File: src/sv/rbc_pkg.sv
// Types, constants and GF(2^8) helpers for the Rijndael block cipher.
package rbc_pkg;

  localparam int BLK_WORDS = 8;
  localparam int CNT_W     = 4;
  localparam int DATA_W    = 64;
  localparam int PADDR_W   = 6;

  typedef enum logic [2:0] {
    REG_KEY_0_7     = 3'd0,
    REG_KEY_8_15    = 3'd1,
    REG_KEY_16_23   = 3'd2,
    REG_KEY_24_31   = 3'd3,
    REG_KEY_WORDS   = 3'd4,
    REG_BLOCK_WORDS = 3'd5
  } cfg_reg_e;

  typedef enum logic [2:0] {
    ST_IDLE,
    ST_BUILD,
    ST_KEY0,
    ST_ADD,
    ST_ROUND,
    ST_FINISH
  } ctrl_state_e;

  typedef struct packed {
    logic capture;
    logic key_step;
    logic rnd_inc;
    logic add_key;
    logic round;
    logic out_load;
  } ctrl_cmd_t;

  typedef struct packed {
    logic key_done;
    logic last_round;
    logic out_free;
  } dp_status_t;

  // Byte 0 in the top bits.
  localparam logic [2047:0] SBOX_BITS = {
    128'h637c777bf26b6fc53001672bfed7ab76, 128'hca82c97dfa5947f0add4a2af9ca472c0,
    128'hb7fd9326363ff7cc34a5e5f171d83115, 128'h04c723c31896059a071280e2eb27b275,
    128'h09832c1a1b6e5aa0523bd6b329e32f84, 128'h53d100ed20fcb15b6acbbe394a4c58cf,
    128'hd0efaafb434d338545f9027f503c9fa8, 128'h51a3408f929d38f5bcb6da2110fff3d2,
    128'hcd0c13ec5f974417c4a77e3d645d1973, 128'h60814fdc222a908846eeb814de5e0bdb,
    128'he0323a0a4906245cc2d3ac629195e479, 128'he7c8376d8dd54ea96c56f4ea657aae08,
    128'hba78252e1ca6b4c6e8dd741f4bbd8b8a, 128'h703eb5664803f60e613557b986c11d9e,
    128'he1f8981169d98e949b1e87e9ce5528df, 128'h8ca1890dbfe6426841992d0fb054bb16
  };

  localparam logic [2047:0] ISBOX_BITS = {
    128'h52096ad53036a538bf40a39e81f3d7fb, 128'h7ce339829b2fff87348e4344c4dee9cb,
    128'h547b9432a6c2233dee4c950b42fac34e, 128'h082ea16628d924b2765ba2496d8bd125,
    128'h72f8f66486689816d4a45ccc5d65b692, 128'h6c704850fdedb9da5e154657a78d9d84,
    128'h90d8ab008cbcd30af7e45805b8b34506, 128'hd02c1e8fca3f0f02c1afbd0301138a6b,
    128'h3a9111414f67dcea97f2cfcef0b4e673, 128'h96ac7422e7ad3585e2f937e81c75df6e,
    128'h47f11a711d29c5896fb7620eaa18be1b, 128'hfc563e4bc6d279209adbc0fe78cd5af4,
    128'h1fdda8338807c731b11210592780ec5f, 128'h60517fa919b54a0d2de57a9f93c99cef,
    128'ha0e03b4dae2af5b0c8ebbb3c83539961, 128'h172b047eba77d626e169146355210c7d
  };

  function automatic logic [7:0] xt(input logic [7:0] a);
    return {a[6:0], 1'b0} ^ (a[7] ? 8'h1b : 8'h00);
  endfunction

  function automatic logic [31:0] sub_word(input logic [31:0] w);
    logic [31:0] r;
    for (int i = 0; i < 4; i++) r[8*i +: 8] = SBOX_BITS[{~w[8*i +: 8], 3'b000} +: 8];
    return r;
  endfunction

  function automatic logic [31:0] inv_sub_word(input logic [31:0] w);
    logic [31:0] r;
    for (int i = 0; i < 4; i++) r[8*i +: 8] = ISBOX_BITS[{~w[8*i +: 8], 3'b000} +: 8];
    return r;
  endfunction

  function automatic logic [31:0] fwd_mix(input logic [31:0] w);
    logic [7:0] b [4];
    logic [31:0] r;
    for (int i = 0; i < 4; i++) b[i] = w[8*i +: 8];
    for (int i = 0; i < 4; i++) begin
      r[8*i +: 8] = xt(b[i]) ^ xt(b[(i+1)%4]) ^ b[(i+1)%4] ^ b[(i+2)%4] ^ b[(i+3)%4];
    end
    return r;
  endfunction

  function automatic logic [31:0] inv_mix(input logic [31:0] w);
    logic [7:0] x1 [4];
    logic [7:0] x2 [4];
    logic [7:0] x4 [4];
    logic [7:0] x8 [4];
    logic [31:0] r;
    for (int i = 0; i < 4; i++) begin
      x1[i] = w[8*i +: 8];
      x2[i] = xt(x1[i]);
      x4[i] = xt(x2[i]);
      x8[i] = xt(x4[i]);
    end
    for (int i = 0; i < 4; i++) begin
      r[8*i +: 8] = (x8[i] ^ x4[i] ^ x2[i])
                  ^ (x8[(i+1)%4] ^ x2[(i+1)%4] ^ x1[(i+1)%4])
                  ^ (x8[(i+2)%4] ^ x4[(i+2)%4] ^ x1[(i+2)%4])
                  ^ (x8[(i+3)%4] ^ x1[(i+3)%4]);
    end
    return r;
  endfunction

  function automatic logic [CNT_W-1:0] clamp_words(input logic [CNT_W-1:0] v,
                                                   input logic [CNT_W-1:0] hi);
    if (v < CNT_W'(4)) return CNT_W'(4);
    if (v > hi) return hi;
    return v;
  endfunction

  // Source column of a ShiftRows byte; result stays below nb.
  function automatic logic [CNT_W-1:0] shift_src(input logic [CNT_W-1:0] j,
                                                 input logic [CNT_W-1:0] nb,
                                                 input logic [CNT_W-1:0] c,
                                                 input logic dec);
    logic [CNT_W:0] s;
    s = dec ? ({1'b0, j} + {1'b0, nb} - {1'b0, c}) : ({1'b0, j} + {1'b0, c});
    if (s >= {1'b0, nb}) s = s - {1'b0, nb};
    return s[CNT_W-1:0];
  endfunction

endpackage

File: src/sv/rbc_regs.sv
// APB configuration registers: key bytes and the key and block lengths.
module rbc_regs import rbc_pkg::*; (
  input  logic                          clk_i,
  input  logic                          rst_ni,
  input  logic                          psel,
  input  logic                          penable,
  input  logic                          pwrite,
  input  logic [PADDR_W-1:0]            paddr,
  input  logic [DATA_W-1:0]             pwdata,
  output logic [DATA_W-1:0]             prdata,
  output logic                          pready,
  output logic [BLK_WORDS-1:0][31:0]    key_o,
  output logic [CNT_W-1:0]              key_words_o,
  output logic [CNT_W-1:0]              block_words_o,
  output logic                          cfg_wr_o
);

  logic [DATA_W-1:0] key_q [4];
  logic [CNT_W-1:0]  key_words_q;
  logic [CNT_W-1:0]  block_words_q;
  logic              wr;
  cfg_reg_e          idx;

  assign pready = 1'b1;
  assign wr     = psel && penable && pwrite;
  assign idx    = cfg_reg_e'(paddr[PADDR_W-1:3]);

  always_ff @(posedge clk_i or negedge rst_ni) begin
    if (!rst_ni) begin
      for (int i = 0; i < 4; i++) key_q[i] <= '0;
      key_words_q   <= CNT_W'(4);
      block_words_q <= CNT_W'(4);
    end else if (wr) begin
      unique case (idx)
        REG_KEY_0_7:     key_q[0] <= pwdata;
        REG_KEY_8_15:    key_q[1] <= pwdata;
        REG_KEY_16_23:   key_q[2] <= pwdata;
        REG_KEY_24_31:   key_q[3] <= pwdata;
        REG_KEY_WORDS:   key_words_q <= pwdata[CNT_W-1:0];
        REG_BLOCK_WORDS: block_words_q <= pwdata[CNT_W-1:0];
        default: ;
      endcase
    end
  end

  always_comb begin
    unique case (idx)
      REG_KEY_0_7:     prdata = key_q[0];
      REG_KEY_8_15:    prdata = key_q[1];
      REG_KEY_16_23:   prdata = key_q[2];
      REG_KEY_24_31:   prdata = key_q[3];
      REG_KEY_WORDS:   prdata = DATA_W'(key_words_q);
      REG_BLOCK_WORDS: prdata = DATA_W'(block_words_q);
      default:         prdata = '0;
    endcase
  end

  assign cfg_wr_o      = wr && (idx <= REG_BLOCK_WORDS);
  assign key_o         = {key_q[3], key_q[2], key_q[1], key_q[0]};
  assign key_words_o   = key_words_q;
  assign block_words_o = block_words_q;

endmodule

File: config.mk
export PLATFORM = sky130hd
export DESIGN_NAME = rbc_regs
export DESIGN_NICKNAME = d
export VERILOG_FILES = /design/src/sv/rbc_pkg.sv /design/src/sv/rbc_regs.sv
export SDC_FILE = /design/constraint.sdc
export NUM_CORES = 1
export LEC_CHECK = 0
export BUFFER_PORTS_ARGS = -buffer_cell sky130_fd_sc_hd__buf_4
export CELL_PAD_IN_SITES_DETAIL_PLACEMENT = 1
export CELL_PAD_IN_SITES_GLOBAL_PLACEMENT = 1
export CORE_ASPECT_RATIO = 1.25
export CORE_MARGIN = 2
export CORE_UTILIZATION = 30
export CTS_BUF_LIST = sky130_fd_sc_hd__clkbuf_4 sky130_fd_sc_hd__clkbuf_8 sky130_fd_sc_hd__clkbuf_16
export DETAILED_ROUTE_END_ITERATION = 16
export GPL_TIMING_DRIVEN = 0
export PLACE_DENSITY_LB_ADDON = 0.1
export RECOVER_POWER = 50
export SLEW_MARGIN = 20
export SYNTH_ARGS = -nofsm -noshare
export SYNTH_HDL_FRONTEND = slang
export SYNTH_SLANG_ARGS = --single-unit
File: constraint.sdc
create_clock -name clk_i -period 4.32 [get_ports clk_i]
set_input_delay 0.864 -clock clk_i [delete_from_list [all_inputs] [get_ports clk_i]]
set_output_delay 0.864 -clock clk_i [all_outputs]
set_load 0.05 [all_outputs]
# Word level (Yosys, flattened, before mapping)
# Index checks and enable logic that the tools add are counted.
# word_totals
regBits,264
inputBits,75
word_cells,23
out_inout_bits,330
# op_classes
muxes,1
order_cmp,1
eq_ne,5
reduce_logical,10
# op_table
operator,n
$pmux W64 S6,1
$reduce_and A2 Y1,6
$eq A3 B2 Y1 const B,2
$eq A3 B3 Y1 const B,2
$eq A3 B1 Y1 const B,1
$le A3 B3 Y1 const B,1
$logic_and A1 B1 Y1,3
$logic_not A3 Y1,1

# Longest topological paths before layout
# logic_depth
word_depth,3
mapped_depth,6
mapped_depth_nobuf,3

# Worst setup path after synthesis
# OpenSTA, ideal clock, no wires.
# synth_timing
kind,input-to-output
from,input port paddr[3]
to,output port prdata[1]
t_arrival_ns,2.795
stages,6
required_ns,3.456
path_slack_ns,0.661
n_path_buf,3
cell_sequence,buf_2 buf_2 clkbuf_1 nand3_1 o21a_1 o21ai_0
# synth_between
elab_chain_cells,2
word_cells_on_any_way,7
cone_classes,eq/ne: 5; mux: 1; reduce/logical: 1
# synth_rtl
element,line,text
"start, declared",rbc_regs.sv:8,"input logic [PADDR_W-1:0] paddr,"
"$eq A3 B3 Y1, or another cell as far along",rbc_regs.sv:47,unique case (idx)
$pmux W64 S6 *,rbc_regs.sv:47,
"end, declared",rbc_regs.sv:10,"output logic [DATA_W-1:0] prdata,"
# Mark *: on every way between the ends. The rest lies on a longest branch, timed or not.

# Worst setup path in the final report
# Ends and elaborated chain as after synthesis.

==> impl_metrics.csv <==
group,metric,value,unit
synth,synthFlopType,"dfrtp_1",
min_path,hold_class,"reg -> reg",
sta,period_minus_slack,3840,ps
synth,synth_edf_count,0,
die,die-area,42400,um2
die,start_util,30.5,%
power,ir_worst_vdd,309,uV
place,dpl_cell_area,16000,um2
grt,grt_usage,19.7,%
clocking,cts_sinks,264,
synth,yosys_warnings,0,
grt,grt_overflow,0,
sta,skew,0,ps
grt,grt_max_degree,93,
grt,grt_pass1_wl,62100,um
die,boundaryPins,405,
clocking,path_clk_slew,60,ps
synth,ys_seq_area_share,54.1,%
run_status,failed_checks,"max-capacitance violations, max-slew violations",
power,p_sw_share,41.8,%
worst_setup_path,crit_type,"in -> out",
die,die_y,230,um
routing,wirelength,42100,um
finish,fin_area,16400,um2
power,power.leakage,7.70,nW
place,place.gp.congestion,0.733,
synth,synthTopCellsByCount,"dfrtp_1, mux2_2, nor2b_1, mux2_4, mux4_2",
worst_setup_path,start_kind,"primary input",
clocking,post_cts_buffers,0,
power,power_frac_seq,33.8,%
finish,n_antenna_cell,0,
place,port_buffers,399,
clocking,clkLatencyLatePin,550,ps
sta,max_freq,0.261,GHz
sta,final_max_slew_viol_count,86,
finish,drive_above_1_share,56.5,%
routing,dr.first_iter.drc_count,239,
worst_setup_path,crit_arrival,2970,ps
power,intPower,0.00578,W
synth,synth_cell_types,36,
power,p_comb_share,39.6,%
job,max_cap_viol_count,1,
worst_setup_path,endpoint_kind,"output pin",
clocking,htree_levels,1,
synth,syn_area,12200,um2
finish,regArea,6610,um2
die,num_rows,82,
sta,rsz0062_at_grt,"false",
die,die_w,185,um
power,power.share.clock,26.6,%
sta,worst_slew_pin_slew,2320,ps
place,post-dp-hpwl,30300,um
finish,area_delta_synth_final,33.9,%
clocking,cts_tree,"built",
synth,synth.most_common_cell,"dfrtp_1",
routing,viasPerCell,4.75,
sta,max_slew_margin,-54.4,%
synth,yosys-top-cells-area,"dfrtp_1, mux2_2, mux4_2",
power,power_density,607,nW/um2
synth,synth_top_area_share,53.7,%
worst_setup_path,required,3460,ps
finish,nFillCells,4217,
clocking,cts_resized,0,
routing,vias,8286,
power,total_power,0.00993,W
clocking,holdBufCountCts,0,
worst_setup_path,crit_fanout,10,
worst_setup_path,r2r_slack,3460,ps
grt,grt_pass1_vias,9169,
finish,multi_input_area,5010,um2
routing,drc,0,
synth,synth_seq_cells,264,
clocking,cts_buffer_depth,3,
synth,synth_nets,817,
finish,fin_nets,1251,
synth,synthCells,742,
routing,wl_per_cell,24.1,um
clocking,root_buffer,"clkbuf_16",
power,p_switching,0.00415,W
run_status,outcome,"complete, but fails checks",
sta,finalHoldViolCount,0,
synth,ys_async_sr_fraction,100,%
clocking,numCtsBuffers,31,
sta,finalSetupViolCount,0,
grt,antenna_found_initial,0,
sta,min_period_over_period,88.8,%
synth,syn_avg_cell_area,16.5,um2
routing,ant_nets,0,
synth,synth_top_cell_by_area,"dfrtp_1",
routing,drt_pass1_iterations,4,
die,coreArea,40100,um2
-- path summary, 6_finish.rpt --
path	start	endpoint	cells after the start
worst min register to register	key_o[60]	key_o[60]	1
worst min-delay path	key_o[60]	key_o[60]	1
worst max-delay path	paddr[3]	prdata[1]	7
worst max register to register	key_o[42]	key_o[42]	1
max in group asynchronous	rst_ni	key_words_o[2]	3
min in group asynchronous	rst_ni	key_o[28]	1
-- layer usage --
metal / share of wire [%] / vias to the layer above / global-route usage [%]
li1: - / 3605 / -
met1: 40 / 4351 / 23.6
met2: 50 / 288 / 33.9
met3: 8.3 / 42 / 6.20
met4: 2.2 / 0 / 5.10
met5: 0 / - / 0
-- critical path, stage by stage --
cell	delay (ps)
clkbuf_1	330
clkbuf_1	670
clkbuf_1	440
nand3_1	120
o21a_1	130
o21ai_0	170
buf_4	240
-- cells in the final DEF, fill, tap and decap left out, types with 6 or more instances in the layout --
master     count
nor2b_1       61
clkbuf_1      99
mux4_2        60
clkbuf_4      14
mux2_1        59
clkbuf_8       7
dfrtp_1      262
buf_4        334
clkbuf_16     31
mux2_4         6
buf_2         13
mux2_2       202
-- layout make-up --
| cell class | count | area share (%) |
|---|---|---|
| plain buffers | 52 | 1.66 |
| clock inverters | 5 | 0.352 |
| well taps | 546 | 4.17 |
| repair buffers | 401 | 16.8 |
| clock buffers | 52 | 5.97 |
| inverters | 1 | 0.0229 |
| multi-input cells | 425 | 30.6 |
| flip-flops and latches | 264 | 40.4 |
-- sequential cells by signal, summed over array words and instances (netlist names) --
name and flops:
block_words_o 4, key_o 256, key_words_o 4
-- power by group through the flow --
stage	clock network [W]	registers [W]	logic, W
after floorplan	0	0.00502	0.00113
after global routing	0.00281	0.00345	0.00409
after detailed placement	0	0.00341	0.00419
after global placement	0	0.00339	0.00415
final	0.00264	0.00336	0.00393
after CTS	0.00273	0.00338	0.00419
-- logic make-up after synthesis --
| group | count (synthesis) | share of synthesized area, % |
|---|---|---|
| mux | 331 | 37.8 |
| buf+inv | 53 | 3.13 |
| compound gates | 14 | 0.778 |
| other cells | 1 | 0.0307 |
| simple gates | 79 | 4.13 |
| flops | 264 | 54.1 |
-- metrics by stage --
stage | hold slack, ps | setup slack (ps) | util [%] | std cells | TNS [ps]
after floorplan | 568 | 661 | - | 742 | 0
after global placement | 507 | -109 | 39.6 | 1687 | -16230
after detailed placement | 519 | 577 | 39.8 | 1689 | 0
after CTS | 295 | 582 | 42.4 | 1746 | 0
after global routing | 510 | 339 | 40.8 | 1746 | 0
final | 518 | 484 | 40.8 | 1746 | 0
No activity file was read; power rests on OpenSTA's default activity.
