<file path="src/sv/rbc_pkg.sv">
// Types, constants and GF(2^8) helpers for the Rijndael block cipher.
package rbc_pkg;

  localparam int BLK_WORDS = 8;
  localparam int CNT_W     = 4;
  localparam int DATA_W    = 64;
  localparam int PADDR_W   = 6;

  typedef enum logic [2:0] {
    REG_KEY_0_7     = 3'd0,
    REG_KEY_8_15    = 3'd1,
    REG_KEY_16_23   = 3'd2,
    REG_KEY_24_31   = 3'd3,
    REG_KEY_WORDS   = 3'd4,
    REG_BLOCK_WORDS = 3'd5
  } cfg_reg_e;

  typedef enum logic [2:0] {
    ST_IDLE,
    ST_BUILD,
    ST_KEY0,
    ST_ADD,
    ST_ROUND,
    ST_FINISH
  } ctrl_state_e;

  typedef struct packed {
    logic capture;
    logic key_step;
    logic rnd_inc;
    logic add_key;
    logic round;
    logic out_load;
  } ctrl_cmd_t;

  typedef struct packed {
    logic key_done;
    logic last_round;
    logic out_free;
  } dp_status_t;

  // Byte 0 in the top bits.
  localparam logic [2047:0] SBOX_BITS = {
    128'h637c777bf26b6fc53001672bfed7ab76, 128'hca82c97dfa5947f0add4a2af9ca472c0,
    128'hb7fd9326363ff7cc34a5e5f171d83115, 128'h04c723c31896059a071280e2eb27b275,
    128'h09832c1a1b6e5aa0523bd6b329e32f84, 128'h53d100ed20fcb15b6acbbe394a4c58cf,
    128'hd0efaafb434d338545f9027f503c9fa8, 128'h51a3408f929d38f5bcb6da2110fff3d2,
    128'hcd0c13ec5f974417c4a77e3d645d1973, 128'h60814fdc222a908846eeb814de5e0bdb,
    128'he0323a0a4906245cc2d3ac629195e479, 128'he7c8376d8dd54ea96c56f4ea657aae08,
    128'hba78252e1ca6b4c6e8dd741f4bbd8b8a, 128'h703eb5664803f60e613557b986c11d9e,
    128'he1f8981169d98e949b1e87e9ce5528df, 128'h8ca1890dbfe6426841992d0fb054bb16
  };

  localparam logic [2047:0] ISBOX_BITS = {
    128'h52096ad53036a538bf40a39e81f3d7fb, 128'h7ce339829b2fff87348e4344c4dee9cb,
    128'h547b9432a6c2233dee4c950b42fac34e, 128'h082ea16628d924b2765ba2496d8bd125,
    128'h72f8f66486689816d4a45ccc5d65b692, 128'h6c704850fdedb9da5e154657a78d9d84,
    128'h90d8ab008cbcd30af7e45805b8b34506, 128'hd02c1e8fca3f0f02c1afbd0301138a6b,
    128'h3a9111414f67dcea97f2cfcef0b4e673, 128'h96ac7422e7ad3585e2f937e81c75df6e,
    128'h47f11a711d29c5896fb7620eaa18be1b, 128'hfc563e4bc6d279209adbc0fe78cd5af4,
    128'h1fdda8338807c731b11210592780ec5f, 128'h60517fa919b54a0d2de57a9f93c99cef,
    128'ha0e03b4dae2af5b0c8ebbb3c83539961, 128'h172b047eba77d626e169146355210c7d
  };

  function automatic logic [7:0] xt(input logic [7:0] a);
    return {a[6:0], 1'b0} ^ (a[7] ? 8'h1b : 8'h00);
  endfunction

  function automatic logic [31:0] sub_word(input logic [31:0] w);
    logic [31:0] r;
    for (int i = 0; i < 4; i++) r[8*i +: 8] = SBOX_BITS[{~w[8*i +: 8], 3'b000} +: 8];
    return r;
  endfunction

  function automatic logic [31:0] inv_sub_word(input logic [31:0] w);
    logic [31:0] r;
    for (int i = 0; i < 4; i++) r[8*i +: 8] = ISBOX_BITS[{~w[8*i +: 8], 3'b000} +: 8];
    return r;
  endfunction

  function automatic logic [31:0] fwd_mix(input logic [31:0] w);
    logic [7:0] b [4];
    logic [31:0] r;
    for (int i = 0; i < 4; i++) b[i] = w[8*i +: 8];
    for (int i = 0; i < 4; i++) begin
      r[8*i +: 8] = xt(b[i]) ^ xt(b[(i+1)%4]) ^ b[(i+1)%4] ^ b[(i+2)%4] ^ b[(i+3)%4];
    end
    return r;
  endfunction

  function automatic logic [31:0] inv_mix(input logic [31:0] w);
    logic [7:0] x1 [4];
    logic [7:0] x2 [4];
    logic [7:0] x4 [4];
    logic [7:0] x8 [4];
    logic [31:0] r;
    for (int i = 0; i < 4; i++) begin
      x1[i] = w[8*i +: 8];
      x2[i] = xt(x1[i]);
      x4[i] = xt(x2[i]);
      x8[i] = xt(x4[i]);
    end
    for (int i = 0; i < 4; i++) begin
      r[8*i +: 8] = (x8[i] ^ x4[i] ^ x2[i])
                  ^ (x8[(i+1)%4] ^ x2[(i+1)%4] ^ x1[(i+1)%4])
                  ^ (x8[(i+2)%4] ^ x4[(i+2)%4] ^ x1[(i+2)%4])
                  ^ (x8[(i+3)%4] ^ x1[(i+3)%4]);
    end
    return r;
  endfunction

  function automatic logic [CNT_W-1:0] clamp_words(input logic [CNT_W-1:0] v,
                                                   input logic [CNT_W-1:0] hi);
    if (v < CNT_W'(4)) return CNT_W'(4);
    if (v > hi) return hi;
    return v;
  endfunction

  // Source column of a ShiftRows byte; result stays below nb.
  function automatic logic [CNT_W-1:0] shift_src(input logic [CNT_W-1:0] j,
                                                 input logic [CNT_W-1:0] nb,
                                                 input logic [CNT_W-1:0] c,
                                                 input logic dec);
    logic [CNT_W:0] s;
    s = dec ? ({1'b0, j} + {1'b0, nb} - {1'b0, c}) : ({1'b0, j} + {1'b0, c});
    if (s >= {1'b0, nb}) s = s - {1'b0, nb};
    return s[CNT_W-1:0];
  endfunction

endpackage

</file>
<file path="src/sv/rbc_ctrl.sv">
// Sequencer: key schedule build, initial key add, rounds, result handoff.
module rbc_ctrl import rbc_pkg::*; (
  input  logic       clk_i,
  input  logic       rst_ni,
  input  logic       in_valid_i,
  output logic       in_ready_o,
  input  logic       cfg_wr_i,
  input  dp_status_t status_i,
  output ctrl_cmd_t  cmd_o
);

  ctrl_state_e state_q, state_d;
  logic        sched_q, sched_d;

  always_ff @(posedge clk_i or negedge rst_ni) begin
    if (!rst_ni) begin
      state_q <= ST_IDLE;
      sched_q <= 1'b0;
    end else begin
      state_q <= state_d;
      sched_q <= sched_d;
    end
  end

  always_comb begin
    state_d    = state_q;
    sched_d    = sched_q;
    cmd_o      = '0;
    in_ready_o = 1'b0;
    unique case (state_q)
      ST_IDLE: begin
        in_ready_o = 1'b1;
        if (in_valid_i) begin
          cmd_o.capture = 1'b1;
          state_d       = sched_q ? ST_KEY0 : ST_BUILD;
        end
      end
      ST_BUILD: begin
        cmd_o.key_step = 1'b1;
        if (status_i.key_done) begin
          sched_d = 1'b1;
          state_d = ST_KEY0;
        end
      end
      ST_KEY0: begin
        cmd_o.rnd_inc = 1'b1;
        state_d       = ST_ADD;
      end
      ST_ADD: begin
        cmd_o.add_key = 1'b1;
        cmd_o.rnd_inc = 1'b1;
        state_d       = ST_ROUND;
      end
      ST_ROUND: begin
        cmd_o.round = 1'b1;
        if (status_i.last_round) begin
          state_d = ST_FINISH;
        end else begin
          cmd_o.rnd_inc = 1'b1;
        end
      end
      ST_FINISH: begin
        if (status_i.out_free) begin
          cmd_o.out_load = 1'b1;
          state_d        = ST_IDLE;
        end
      end
    endcase
    if (cfg_wr_i) sched_d = 1'b0;
  end

endmodule

</file>
<file path="config.mk">
export PLATFORM = sky130hd
export DESIGN_NAME = rbc_ctrl
export DESIGN_NICKNAME = d
export VERILOG_FILES = /design/src/sv/rbc_pkg.sv /design/src/sv/rbc_ctrl.sv
export SDC_FILE = /design/constraint.sdc
export NUM_CORES = 1
export LEC_CHECK = 0
export ABC_CLOCK_PERIOD_IN_PS = 1100
export CELL_PAD_IN_SITES_DETAIL_PLACEMENT = 0
export CELL_PAD_IN_SITES_GLOBAL_PLACEMENT = 1
export CORE_AREA = 2 2 39 41
export DETAILED_ROUTE_END_ITERATION = 6
export DIE_AREA = 0 0 41 43
export DONT_BUFFER_PORTS = 1
export HOLD_SLACK_MARGIN = 0.05
export PLACE_DENSITY = 0.54
export SLEW_MARGIN = 20
export SYNTH_ARGS = -nofsm -noshare
export SYNTH_HDL_FRONTEND = slang
export SYNTH_SLANG_ARGS = --single-unit
</file>
<file path="constraint.sdc">
create_clock -name clk_i -period 1.1 [get_ports clk_i]
set_input_delay 0.275 -clock clk_i [delete_from_list [all_inputs] [get_ports clk_i]]
set_output_delay 0.275 -clock clk_i [all_outputs]
set_load 0.01 [all_outputs]
</file>
; ---- Word-level counts from Yosys, hierarchy flattened
; Cells that the tools add are included.
[op_classes]
n_eq_ne = 9
mux = 19
reduce_logical = 6
[ops]
columns = operator, count
row1 = 3-bit one-hot mux with 6 select lines, 1
row2 = 1-bit two-way mux, 12
row3 = 3-bit two-way mux, 4
row4 = 2-bit != test (second input constant), 4
row5 = 3-bit by 2-bit == test with 1-bit output (second input constant), 2
row6 = 3-bit == test (second input constant), 2
row7 = 4-bit AND reduction, 1
row8 = 2-bit nonzero test, 2
row9 = 3-bit by 1-bit == test with 1-bit output (second input constant), 1
row10 = 3-bit zero test, 1
row11 = 2-bit two-way mux, 1
row12 = 1-bit one-hot mux with 2 select lines, 1
row13 = 2-bit AND reduction, 1
row14 = 2-bit OR reduction, 1
[totals]
ff_bits = 4
inputBits = 7
out_inout_bits = 7
wordCells = 36

; ---- Logic depth before layout (Yosys ltp)
; Gate-level depths: netlist (run 1).
[depth]
word_depth = 3
depth_mapped = 4
mapped_depth_nobuf = 3

; ---- Worst setup path before layout (run 1)
; No wires, ideal clock.
[synth_timing]
kind = flip-flop to output port
start = reg state_q[1]
end = out cmd_o[5] (netlist name)
arrival_time_ns = 1.000
required_ns = 0.825
slack_ns = -0.175
path_stages_with_launch = 4
n_path_buf = 1
cell_sequence = dfrtp_1 -> buf_2 -> nor3_2 -> and2_1
[synth_rtl]
columns = element, line
row1 = "start, declared", rbc_ctrl.sv:12  ; ctrl_state_e state_q, state_d;
row2 = "start signal, assigned", rbc_ctrl.sv:20  ; state_q <= state_d;
row3 = "end, declared", rbc_ctrl.sv:9  ; output ctrl_cmd_t cmd_o

==> results of run 1 <==
[worst max-delay path by stage]
| stage | start | endpoint | slack (ns) | cells after the start |
|---|---|---|---|---|
| floorplan | state_q[0]$_DFFE_PN0P_ | cmd_o[5] | -0.09 | 3 |
| CTS | state_q[1]$_DFFE_PN0P_ | cmd_o[0] | -0.30 | 2 |
| global placement | state_q[0]$_DFFE_PN0P_ | cmd_o[3] | -0.13 | 2 |
| finish | state_q[1]$_DFFE_PN0P_ | cmd_o[0] | -0.28 | 2 |
| global route | state_q[1]$_DFFE_PN0P_ | cmd_o[5] | -0.34 | 3 |
| detailed placement | state_q[0]$_DFFE_PN0P_ | cmd_o[3] | -0.19 | 2 |
[kinds of logic (layout without fill, tap and decap cells)]
| kind of cell | after synthesis | count (layout) | share of synthesized area (%) |
|---|---|---|---|
| and+or+nand+nor | 16 | 16 | 31.3 |
| AOI/OAI and AO/OA | 11 | 11 | 24.6 |
| DFF | 4 | 4 | 33.3 |
| muxes | 1 | 1 | 3.75 |
| buffers and inverters | 3 | 16 | 7.08 |
[placed cells by master (no fill, tap or decap)]
cell / n
o211ai_1: 1
dfrtp_2: 3
nand3b_1: 1
a21oi_1: 2
nor2_1: 2
clkbuf_1: 1
a21oi_2: 2
dfrtp_1: 1
o2bb2ai_2: 1
buf_4: 6
nor3_4: 1
dlygate4sd3_1: 1
clkbuf_4: 3
a21o_1: 1
nor2_4: 1
and2_4: 2
o22a_1: 1
o21ai_1: 1
o21a_1: 1
nor3_2: 1
mux2_4: 1
nor3b_2: 1
a211o_1: 1
and4b_1: 1
or3_1: 1
buf_2: 1
nand2_1: 5
buf_6: 4
[timing repair]
action / CTS / global route
pin swaps: 2 / 0
resized for setup: 12 / 4
setup buffers: 2 / 2
endpoints found under the hold margin: 4 / 0
hold buffers: 1 / 0
endpoints found under the setup margin: 11 / 10
[flip-flops by register name, indices dropped and copies added (netlist names)]
register and count:
sched_q 1, state_q 3
[where the power goes]
group	switching, µW	internal, µW
logic	400	497
registers	97.8	214
clock network	61.6	136
[routing by layer]
| layer | up-vias | part of all wire, % |
|---|---|---|
| met2 | 8 | 56 |
| met3 | 0 | 4.9 |
| met4 | 0 | 0 |
| li1 | 152 | - |
| met1 | 144 | 39 |
| met5 | - | 0 |
[final cells by class]
cell class              instances  area share, %
flip-flops and latches          4           21.8
multi-input cells              28           46.3
clock buffers                   4           5.53
well taps                      16           4.21
repair buffers                 12           22.1
[through the flow]
step                total power [µW]  util [%]  cells  hold WS (ns)  setup slack (ns)
finish                          1410      34.4     64         0.101            -0.281
global route                    1510      34.4     64        0.0832            -0.342
CTS                             1330      32.5     62        0.0908            -0.300
detailed placement               959      26.4     55       -0.0205            -0.194
global placement                 947      26.4     55       -0.0205            -0.135
floorplan                        823         -     35       -0.0206           -0.0884
[critical path: stages (launching register included)]
cell     delay (ns)
dfrtp_2        0.45
buf_6          0.14
and4b_1        0.29
==> summary.txt, run 1 <==
Outcome
  • Status: complete, but fails checks
  • Failing checks: setup timing

Floorplanning
  • Num ports: 14
  • Initial Utilization: 21.7%
  • Die Y: 43 µm
  • Core ar.: 1380 µm²
  • Placement Rows: 14
  • Die width: 41 µm
  • Die area: 1760 µm²

GRT
  • Grt met2 use: 16.3%
  • Met3 Usage GRT: 2.09%
  • Gr ovfl total: 0
  • Vias in the first global route: 301
  • First-pass GRT wire length: 1200 µm
  • Initial antenna violation count: 0
  • Gr usage total: 10.2%
  • GR peak layer: met2
  • M1 GR Usage: 10.7%
  • Largest net degree at the start of global routing: 11

Yosys
  • Mapped Avg Cell Area: 8.58 µm²
  • Synth top area share: 33.3%
  • Cell taking the most area after synthesis: dfrtp_1
  • Yosys reg bits: 4
  • Most frequent cells after synthesis: nand2_1 (5), a21oi_1 (4), dfrtp_1 (4), nor2_1 (3)
  • Most frequent cell after synthesis: nand2_1
  • Post-synthesis cell area: 300 µm²
  • Synth warn: 0
  • Syn_nets: 42
  • EDFF count, synth: 0
  • Top post-synthesis cells by area: dfrtp_1 (33%), a21oi_1 (6.7%), nand2_1 (6.3%)
  • Post-synthesis cell count: 35
  • Synth async-reset ratio: 100%
  • Post-synthesis sequential area ratio: 33.3%
  • Distinct cell type count of the synthesized netlist: 21
  • Ys flop type: dfrtp_1

Detailed routing
  • TritonRoute pass-1 iters: 2
  • DRC Markers: 0
  • Antenna-violating nets left: 0
  • Via-per-instance ratio: 4.75
  • Vias: 304
  • Initial DRC Count: 4
  • Total Wirelength: 799 µm
  • Average wire per standard cell: 12.5 µm

Timing
  • Worst-Margin Slew: 0.296 ns
  • RSZ-0062 raised after global routing: true
  • Fin Clk Skew: 0.00274 ns
  • Final setup violation count: 9
  • Final Max Tran Viols: 0
  • Final Hold Viols: 0
  • Fmax: 724 MHz
  • Setup TNS: -2.09 ns
  • Rel. slew slack: 80.2%
  • Final worst path period share: 126%
  • Final Critical Period: 1.38 ns
  • Min setup slack post-route: -0.281 ns

CTS
  • Clock latency on the worst-skew pair: 0.23 ns
  • Sink Count: 4
  • CTS root buffer: clkbuf_4
  • Total CTS buffers: 3
  • H-tree levels: 1
  • CTS Buffer Depth: 2
  • CTS clk-pin slew, worst paths: 0.04 ns
  • CTS tree: built

Worst hold path
  • Hold depth: 1
  • WHS Endpoint: sched_q$_DFFE_PN0P_
  • Worst hold path type: input port to register
  • Critical hold path startpoint: cfg_wr_i

Layout
  • FF/Latch Area: 104 µm²
  • Antenna Cells: 0
  • Final Cell Area: 475 µm²
  • Multi-input logic area: 220 µm²
  • Share of layout cells above drive strength 1: 56.3%
  • NumNets Final: 56
  • Area Overhead vs Synth: 58.3%
  • Fillers: 145

Critical path
  • Worst setup SP type: register
  • CP arrival: 1.11 ns
  • Worst r2r src: state_q[1]$_DFFE_PN0P_
  • R2R Setup Slk: -0.20 ns
  • Critical Path End Type: output pin
  • Worst reg2reg path depth: 4
  • Setup CP Type: register to output pin
  • Reg-to-Reg End: state_q[0]$_DFFE_PN0P_
  • Worst-path fanout max: 6
  • Critical Path RT: 0.82 ns

Power and ir drop
  • VDD IR max: 0.896 mV
  • Pleak: 0.000207 µW
  • Power per Cell Area: 2960 nW/µm²

Placement
  • Cell Area, Placed: 365 µm²
  • HPWL after detailed placement: 559 µm
  • Placer Congestion: 0.644
  • Port bufs: 0

Flow run
  • Max Cap Viol: 0
Note: power is estimated with default switching activity, not from simulation.
==> run 2: changes to the inputs <==
--- a/config.mk
+++ b/config.mk
@@ -5,15 +5,15 @@
 export SDC_FILE = /design/constraint.sdc
 export NUM_CORES = 1
 export LEC_CHECK = 0
-export ABC_CLOCK_PERIOD_IN_PS = 1100
+export ABC_CLOCK_PERIOD_IN_PS = 1550
 export CELL_PAD_IN_SITES_DETAIL_PLACEMENT = 0
 export CELL_PAD_IN_SITES_GLOBAL_PLACEMENT = 1
-export CORE_AREA = 2 2 39 41
+export CORE_AREA = 5 5 42 44
 export DETAILED_ROUTE_END_ITERATION = 6
-export DIE_AREA = 0 0 41 43
+export DIE_AREA = 0 0 47 49
 export DONT_BUFFER_PORTS = 1
 export HOLD_SLACK_MARGIN = 0.05
-export PLACE_DENSITY = 0.54
+export PLACE_DENSITY_LB_ADDON = 0.1
 export SLEW_MARGIN = 20
 export SYNTH_ARGS = -nofsm -noshare
 export SYNTH_HDL_FRONTEND = slang
==> constraint.sdc (replaced) <==
create_clock -name clk_i -period 1.55 [get_ports clk_i]
set_input_delay 0.3875 -clock clk_i [delete_from_list [all_inputs] [get_ports clk_i]]
set_output_delay 0.3875 -clock clk_i [all_outputs]
set_load 0.01 [all_outputs]
==> summary.txt, run 2 (synthesized netlist as in run 1, its figures left out) <==
CTS
  • Clock latency on the worst-skew pair: 0.23 ns (about the same)
  • CTS clk-pin slew, worst paths: 0.04 ns (about the same)
  • CTS Buffer Depth: 2 (unchanged)
  • CTS root buffer: clkbuf_4
  • CTS tree: built
  • Sink Count: 4 (unchanged)
  • Total CTS buffers: 3 (unchanged)
  • H-tree levels: 1 (unchanged)

Critical path
  • CP arrival: 1.12 ns (about the same)
  • Delay-heaviest family, CP: flip-flops
  • WP buf/inv: 1 (unchanged)
  • Worst reg2reg path depth: 4 (unchanged)
  • Worst setup SP type: register
  • Setup CP Type: register to output pin
  • Worst-path fanout max: 8 (+2)
  • CP cell instances: buf_6, and4b_1
  • R2R Setup Slk: 0.23 ns (+0.43 ns)
  • CP max-delay cell: dfrtp_2
  • Crit path depth: 2 (unchanged)
  • Critical Path End Type: output pin
  • Critical Path RT: 1.16 ns (+0.34 ns)
  • CP max stage delay: 0.44 ns (about the same)

Layout
  • Most frequent cells in the layout: buf_4 (6), nand2_1 (5), a21oi_1 (4)
  • Largest regs: state_q (3), sched_q (1)
  • Largest Register: state_q
  • NumNets Final: 52 (-7.1%)
  • Final Cell Area: 409 µm² (-14%)
  • Antenna Cells: 0 (unchanged)
  • Fillers: 163 (+12%)
  • Share of layout cells above drive strength 1: 44.2% (-12 points)
  • Post-layout util: 29.2% (-5.2 points)
  • Area Overhead vs Synth: 36.2%
  • Commonest non-fill, non-tap cell in the layout: buf_4
  • Largest register FFs: 3 (unchanged)

Timing
  • RSZ-0062 raised after global routing: true
  • Final setup violation count: 0 (-9)
  • Worst-Margin Slew: 0.263 ns (-0.0338 ns)
  • Rel. slew slack: 82.4% (+2.3 points)
  • Final worst path period share: 97.5%
  • Final Max Tran Viols: 0 (unchanged)
  • Final Hold Viols: 0 (unchanged)
  • Setup TNS: 0 ns (+2.09 ns)
  • Final Critical Period: 1.51 ns
  • Fmax: 662 MHz
  • Fin Clk Skew: 0.00538 ns (+0.00264 ns)

Floorplanning
  • Core ar.: 1400 µm² (+1.3%)
  • Num ports: 14 (unchanged)
  • Die Y: 49 µm (+14%)
  • Die area: 2300 µm² (+31%)
  • Die width: 47 µm (+15%)
  • Initial Utilization: 21.4% (-0.27 points)
  • Placement Rows: 14 (unchanged)

Flow run
  • Max Cap Viol: 0 (unchanged)

Placement
  • Placer Congestion: 0.679 (+5.4%)
  • Cell Area, Placed: 322 µm² (-12%)
  • HPWL after detailed placement: 596 µm (+6.7%)
  • Port bufs: 0 (unchanged)

GRT
  • Gr ovfl total: 0 (unchanged)
  • Vias in the first global route: 279 (-7.3%)
  • Largest net degree at the start of global routing: 15 (+4)
  • First-pass GRT wire length: 1240 µm (+2.9%)
  • Initial antenna violation count: 0 (unchanged)
  • Gr usage total: 7.34% (-2.8 points)

Detailed routing
  • Antenna-violating nets left: 0 (unchanged)
  • Vias: 280 (-7.9%)
  • Total Wirelength: 796 µm (-0.38%)
  • DRC Markers: 0 (unchanged)
  • Via-per-instance ratio: 4.75 (about the same)
  • Initial DRC Count: 0 (-4)
  • TritonRoute pass-1 iters: 1 (-1)
  • Average wire per standard cell: 13.5 µm (+8.1%)

Worst hold path
  • Hold depth: 1 (unchanged)
  • Worst hold path type: input port to register

Power and ir drop
  • VDD IR max: 0.758 mV (-15%)
  • Power per Cell Area: 2050 nW/µm² (-31%)
  • Pleak: 0.000179 µW (-14%)

Outcome
  • Status: completed
-- run 2: worst register-to-register path, cell delays in order, from the launching register on --
cell and delay, ns:
dfrtp_2 0.47, buf_4 0.17, or3_1 0.36, a21oi_1 0.14, a21oi_1 0.06
-- run 2: metal layers --
metal	vias up	track usage, %	share of wire, %
li1	142	-	-
met1	129	9.29	41
met2	9	10.9	50
met3	0	4.06	9.3
met4	0	1.38	0
met5	-	0	0
-- run 2: stage by stage --
| step | hold slack, ns | total power, µW | worst slack [ns] | cells |
|---|---|---|---|---|
| global placement | 0.0920 | 597 | 0.174 | 51 |
| finish | 0.229 | 838 | 0.0392 | 59 |
| floorplan | 0.0919 | 514 | 0.163 | 35 |
| detailed placement | 0.0920 | 596 | 0.163 | 51 |
| global route | 0.209 | 913 | -0.0133 | 59 |
| CTS | 0.223 | 753 | 0.00790 | 55 |
-- run 2: worst paths after layout --
kind | from | to
max in group asynchronous | rst_ni | state_q[2]$_DFFE_PN0P_
min in group asynchronous | rst_ni | state_q[0]$_DFFE_PN0P_
max reg2reg | state_q[2]$_DFFE_PN0P_ | state_q[0]$_DFFE_PN0P_
max | state_q[1]$_DFFE_PN0P_ | cmd_o[0]
min reg2reg | sched_q$_DFFE_PN0P_ | sched_q$_DFFE_PN0P_
min | cfg_wr_i | sched_q$_DFFE_PN0P_
-- run 2: final cells by class --
cell class | instances | area (µm²) | share of cell area, %
repair buffers | 8 | 66.3 | 16.2
well taps | 16 | 20.0 | 4.89
flip-flops and latches | 4 | 103 | 25.1
clock buffers | 3 | 22.5 | 5.50
multi-input cells | 28 | 198 | 48.3
-- run 2: report_power, final --
| part | switching (µW) | internal [µW] | total [µW] | leakage [µW] |
|---|---|---|---|---|
| combinational | 229 | 265 | 494 | 0.000117 |
| sequential | 69.7 | 149 | 219 | 0.0000486 |
| clock | 38.8 | 86.3 | 125 | 0.0000138 |
-- run 2: repair_timing --
action	in CTS	in global routing
hold buffers	1	0
endpoints found under the setup margin	3	6
gates resized for setup	5	4
endpoints found under the hold margin	4	0
buffers inserted	0	4
